File: src/design/pci_pkg.sv
// pci_pkg: shared types and constants of the palette color indexer
// no dependencies; used by the interfaces, the controller, the datapath and the top level
`default_nettype none

package pci_pkg;

	localparam int CH_W     = 8;
	localparam int RGB_W    = 3 * CH_W;
	localparam int ID_W     = 8;
	localparam int REQ_W    = 2;
	localparam int CFG_IX_W = 2;
	localparam int CFG_D_W  = 1;
	// width of one squared 8-bit difference, and of the sum of three
	localparam int SQ_W     = 2 * CH_W;
	localparam int DIST_W   = SQ_W + 2;

	// request codes
	localparam logic [REQ_W-1:0] REQ_CLEAR = 2'd0;
	localparam logic [REQ_W-1:0] REQ_LOAD  = 2'd1;
	localparam logic [REQ_W-1:0] REQ_INDEX = 2'd2;

	// register indexes
	localparam logic [CFG_IX_W-1:0] CFG_APPROX    = 2'd0;
	localparam logic [CFG_IX_W-1:0] CFG_ALLOW_ADD = 2'd1;

	typedef enum logic [1:0] {
		RES_HIT,
		RES_ADD,
		RES_NEAREST,
		RES_NOPAL
	} res_sel_t;

	typedef struct packed {
		logic     clear;
		logic     load;
		logic     start;
		logic     scan;
		logic     add;
		logic     load_out;
		res_sel_t sel;
	} dp_cmd_t;

	typedef struct packed {
		logic count_zero;
		logic count_full;
		logic scan_last;
		logic pipe_empty;
		logic match_found;
	} dp_sts_t;

endpackage

`default_nettype wire

File: src/design/pci_ctrl.sv
// pci_ctrl: request sequencer, mode registers and result-valid flag
// depends on pci_pkg; drives the command struct of pci_datapath
`default_nettype none

module pci_ctrl (
	input  wire                          clk,
	input  wire                          arst_n,
	input  wire                          req_valid,
	output logic                         req_ready,
	input  wire  [pci_pkg::REQ_W-1:0]    req_type,
	input  wire                          cfg_valid,
	output logic                         cfg_ready,
	input  wire  [pci_pkg::CFG_IX_W-1:0] cfg_index,
	input  wire  [pci_pkg::CFG_D_W-1:0]  cfg_data,
	output logic                         res_valid,
	input  wire                          res_ready,
	output pci_pkg::dp_cmd_t             cmd,
	input  wire pci_pkg::dp_sts_t        sts
);
	import pci_pkg::*;

	localparam logic [1:0] ST_IDLE   = 2'd0;
	localparam logic [1:0] ST_SCAN   = 2'd1;
	localparam logic [1:0] ST_DRAIN  = 2'd2;
	localparam logic [1:0] ST_FINISH = 2'd3;

	logic [1:0] state_q;
	logic [1:0] state_d;
	logic       approx_q;
	logic       allow_add_q;
	logic       res_valid_q;
	logic       req_xfer;
	logic       res_free;
	res_sel_t   sel;

	assign req_ready = (state_q == ST_IDLE);
	assign req_xfer  = req_valid && req_ready;
	assign cfg_ready = 1'b1;
	assign res_valid = res_valid_q;
	// output register can take a new result this cycle
	assign res_free  = !res_valid_q || res_ready;

	always_comb begin
		if (sts.count_zero) begin
			sel = allow_add_q ? RES_ADD : RES_NOPAL;
		end else if (!approx_q && sts.match_found) begin
			sel = RES_HIT;
		end else if (!approx_q && allow_add_q && !sts.count_full) begin
			sel = RES_ADD;
		end else begin
			sel = RES_NEAREST;
		end
	end

	always_comb begin
		state_d      = state_q;
		cmd.clear    = 1'b0;
		cmd.load     = 1'b0;
		cmd.start    = 1'b0;
		cmd.scan     = 1'b0;
		cmd.add      = 1'b0;
		cmd.load_out = 1'b0;
		cmd.sel      = sel;
		case (state_q)
			ST_IDLE: begin
				if (req_xfer) begin
					case (req_type)
						REQ_CLEAR: cmd.clear = 1'b1;
						REQ_LOAD:  cmd.load  = 1'b1;
						REQ_INDEX: begin
							cmd.start = 1'b1;
							state_d   = sts.count_zero ? ST_FINISH : ST_SCAN;
						end
						default: ;
					endcase
				end
			end
			ST_SCAN: begin
				cmd.scan = 1'b1;
				if (sts.scan_last) begin
					state_d = ST_DRAIN;
				end
			end
			ST_DRAIN: begin
				if (sts.pipe_empty) begin
					state_d = ST_FINISH;
				end
			end
			ST_FINISH: begin
				if (res_free) begin
					cmd.load_out = 1'b1;
					cmd.add      = (sel == RES_ADD);
					state_d      = ST_IDLE;
				end
			end
			default: state_d = ST_IDLE;
		endcase
	end

	always_ff @(posedge clk or negedge arst_n) begin
		if (!arst_n) begin
			state_q     <= ST_IDLE;
			approx_q    <= 1'b0;
			allow_add_q <= 1'b0;
			res_valid_q <= 1'b0;
		end else begin
			state_q <= state_d;
			if (cfg_valid && cfg_ready) begin
				case (cfg_index)
					CFG_APPROX:    approx_q    <= cfg_data[0];
					CFG_ALLOW_ADD: allow_add_q <= cfg_data[0];
					default: ;
				endcase
			end
			if (cmd.load_out) begin
				res_valid_q <= 1'b1;
			end else if (res_ready) begin
				res_valid_q <= 1'b0;
			end
		end
	end

endmodule

`default_nettype wire

File: config.mk
export PLATFORM = sky130hd
export DESIGN_NAME = pci_ctrl
export DESIGN_NICKNAME = d
export VERILOG_FILES = /design/src/design/pci_pkg.sv /design/src/design/pci_ctrl.sv
export SDC_FILE = /design/constraint.sdc
export NUM_CORES = 1
export LEC_CHECK = 0
export BUFFER_PORTS_ARGS = -buffer_cell sky130_fd_sc_hd__buf_2
export CAP_MARGIN = 15
export CORE_AREA = 2 2 39 41
export CTS_CLUSTER_SIZE = 30
export DETAILED_ROUTE_END_ITERATION = 8
export DIE_AREA = 0 0 41 43
export HOLD_SLACK_MARGIN = 0.02
export PLACE_DENSITY = 0.66
export SYNTH_ARGS = -nofsm -noshare
export SYNTH_HDL_FRONTEND = slang
export SYNTH_SLANG_ARGS = --single-unit
File: constraint.sdc
create_clock -name clk -period 2.55 [get_ports clk]
set_input_delay 0.255 -clock clk [delete_from_list [all_inputs] [get_ports clk]]
set_output_delay 0.255 -clock clk [all_outputs]
set_load 0.1 [all_outputs]
=== Yosys cells after proc, flatten, opt, wreduce, memory -nomap -nowiden ===
Cells that the tools add are included.

* Output and inout port bits: 11
* Word-level logic and storage cells: 52
* Bits in registers: 5
* Bits of input ports: 15

* Multiplexer cells: 21
* Reduce and logical (&&, ||, !) cells: 15
* Eq/ne operators: 12

{| class="wikitable"
|+ Operators by type and width
! operator !! number
|-
| two-way mux 2 bit || 12
|-
| equality test 2 x 1 -> 1 bit, second input constant || 4
|-
| one-hot mux 2 bit (4 select lines) || 1
|-
| equality test 2 bit, second input constant || 3
|-
| logical NOT 2 bit || 3
|-
| two-way mux 1 bit || 6
|-
| two-way mux 3 bit || 2
|-
| != test 2 bit, second input constant || 3
|-
| AND reduction 5 bit || 1
|-
| logical AND 1 bit || 4
|-
| != test 2 x 1 -> 1 bit, second input constant || 2
|-
| AND reduction 2 bit || 2
|-
| logical NOT 1 bit || 3
|-
| nonzero test 2 bit || 1
|-
| logical OR 1 bit || 1
|}

=== Logic depth before layout (Yosys ltp) ===
* Depth after elaboration: 10
* Mapped depth: 5
* Gate-level depth less buffers: 5

=== Worst setup path after synthesis ===
OpenSTA, ideal clock, no wires.

* Path type: register to output
* Start point: register state_q[0]
* End point: output port cmd[6] (netlist bit)
* Stages on the path, launching flop included: 5
* Slack: -1.508 ns
* Path buffers: 0
* Data required time: 2.295 ns
* Arrival: 3.803 ns
* Path through: dfrtp_1 > inv_1 > ha_1 > nand2_1 > nor3b_1

{| class="wikitable"
|+ RTL lines
! element !! RTL line !! RTL
|-
| start, declared || pci_ctrl.sv:27 || <nowiki>logic [1:0] state_q;</nowiki>
|-
| start signal, assigned || pci_ctrl.sv:107 || <nowiki>state_q <= state_d;</nowiki>
|-
| end, declared || pci_ctrl.sv:17 || <nowiki>output pci_pkg::dp_cmd_t cmd,</nowiki>
|}

==> flow_metrics.env <==
export IMPL_outcome="completed"
export IMPL_timing_hold_ws_ns=0.266
export IMPL_syn_num_nets=60
export IMPL_p_leak_nw=0.320
export IMPL_cp_arrival_ns=1.81
export IMPL_regToRegEndpoint="state_q[1]"
export IMPL_drt_first_pass_iters=2
export IMPL_drt_iter0_markers=1
export IMPL_grt_overflow_total=0
export IMPL_synthDominantCellAreaShare_pct=31.7
export IMPL_drcViolationCount=0
export IMPL_gp_congestion=0.660
export IMPL_wirelength_um=790
export IMPL_num_rows=14
export IMPL_syn_area_per_cell_um2=9.61
export IMPL_holdPathEnd="allow_add_q"
export IMPL_netlist_instances=41
export IMPL_rrSetupSlack_ns=1.11
export IMPL_min_period_ns=2.06
export IMPL_drive_gt1_share_pct=52.2
export IMPL_synth_seq_area_share_pct=31.7
export IMPL_fin_skew_ns=0.0000657
export IMPL_finalCritPeriodShare_pct=80.8
export IMPL_finalSetupViolCount=0
export IMPL_die_width_um=41
export IMPL_cts_root_buf="clkbuf_4"
export IMPL_slew_violations=0
export IMPL_worstRegToRegCells=5
export IMPL_synth_ff_type="dfrtp_1"
export IMPL_syn_to_final_growth_pct=55.9
export IMPL_place_port_buffers=24
export IMPL_layout_commonest_cell="buf_2"
export IMPL_holdPathStages=2
export IMPL_grt_pass1_vias=364
export IMPL_ir_drop_mv=0.438
export IMPL_yosysWarnings=0
export IMPL_reg2reg_from="state_q[0]"
export IMPL_synth_edf_count=0
export IMPL_worstSetupPathType="flip-flop to output port"
export IMPL_final_cell_mix="24 x buf_2, 5 x dfrtp_1, 4 x nand2b_1"
export IMPL_critPathRequiredTime_ns=2.30
export IMPL_p_total_w=0.000785
export IMPL_grt_max_degree=6
export IMPL_num_vias=400
export IMPL_path_clk_slew_ns=0.04
export IMPL_synthArstFlopShare_pct=100
export IMPL_hold_viol_final=0
export IMPL_antenna_found_initial=0
export IMPL_nets=89
export IMPL_wl_per_cell_um=9.29
export IMPL_synth_area_um2=394
export IMPL_tritoncts="yes"
export IMPL_track_usage_pct=11.2
export IMPL_max_freq_mhz=485
export IMPL_cts_resized=0
export IMPL_ios=26
export IMPL_floorplan_die_area_um2=1760
export IMPL_powerDensity_nw_per_um2=1280
export IMPL_start_util_pct=28.5
export IMPL_yosysTopAreaCell="dfrtp_1"
export IMPL_antenna_cells=0
export IMPL_post_cts_buffers=0
export IMPL_h_tree_depth=1
export IMPL_grt_pass1_wl_um=1330
export IMPL_cts_sinks=5
export IMPL_cts_buffers_inserted=3
export IMPL_yosys_top_cells_area="dfrtp_1 32%, ha_1 13%, nand2b_1 6.3%"
export IMPL_hold_path_class="primary input to flip-flop"
export IMPL_crit_path_start_kind="flip-flop"
export IMPL_synth_cell_types=21
export IMPL_max_cap_violations=0
export IMPL_cp_end_kind="output port"
export IMPL_path_max_fanout=5
export IMPL_worstHoldStart="cfg_data"
export IMPL_postRouteAntennaNets=0
export IMPL_ys_ff_latch=5
export IMPL_dieHeight_um=43
export IMPL_setup_tns_ns=0
export IMPL_clockBufferDepth=2
export IMPL_clk_latency_ns=0.23
export IMPL_core_um2=1380
export IMPL_rsz0062_at_grt="false"
export IMPL_via_per_inst=4.71
[metal layers]
metal  track usage [%]  share of wire [%]  routed length, um
met4              8.00                  0                  0
met2              18.8                 57                447
met5                 0                  0                  0
met1              10.9                 36                286
met3              3.14                7.1                 56
[logic make-up (layout without fill, tap and decap cells)]
family	count (synthesis)	after routing	share of synthesized area, %
simple gates	18	18	29.2
other cells	1	1	0.951
compound gates	5	5	9.84
buf+inv	4	32	4.76
flops	5	5	31.7
mux	4	4	10.8
fa+ha+maj	4	4	12.7
[worst max-delay path, stage by stage (launching register included)]
cell and delay (ns):
dfrtp_1 0.39, inv_1 0.11, ha_2 0.23, nand2_1 0.18, nor3b_4 0.22, buf_2 0.44
[cells in the mapped netlist, types with 2 or more instances]
cell and n:
a21oi_1 2, and2_1 2, dfrtp_1 5, ha_1 4, inv_1 3, mux2_2 2
mux2i_1 2, nand2b_1 4, nand3b_1 2, nor2b_1 2, nor3b_1 3
[worst max-delay path by stage]
stage | start | end | cells after the start
after CTS | state_q[1] | cmd[5] | 5
final | state_q[1] | cmd[5] | 5
after global routing | state_q[1] | cmd[5] | 5
after floorplan | state_q[0] | cmd[5] | 4
after detailed placement | state_q[1] | cmd[5] | 5
after global placement | state_q[0] | cmd[5] | 5
[stage by stage]
stage	cell area [um2]	util, %	cells	worst slack, ns
floorplan	445	-	41	0.0346
global placement	578	41.8	80	0.769
detailed placement	578	41.8	80	0.727
CTS	614	44.4	85	0.466
global route	614	44.4	85	0.356
finish	614	44.4	85	0.489
[power by group]
group | leakage (nW) | switching, W | total, W | internal (W)
registers | 0.0600 | 0.0000242 | 0.000136 | 0.000112
clock network | 0.0150 | 0.0000297 | 0.0000887 | 0.0000590
logic | 0.245 | 0.000428 | 0.000560 | 0.000133
total | 0.320 | 0.000481 | 0.000785 | 0.000303
[timing repair]
item                                    in CTS  in global routing
hold buffers                                 1                  0
endpoints found under the setup margin       0                  0
hold endpoints to repair                     5                  0
[sequential cells by signal (all words and copies together), names as in the netlist]
register     cells
approx_q         1
allow_add_q      1
res_valid        1
state_q          2
[area by class of cell]
| type | count | area [um2] |
|---|---|---|
| timing repair buffer | 25 | 130 |
| multi-input combinational | 32 | 302 |
| sequential | 5 | 125 |
| tap | 16 | 20.0 |
| fill | 142 | 769 |
| inverter | 3 | 11.3 |
| clock buffer | 4 | 26.3 |
(Power assumes the default switching activity.)
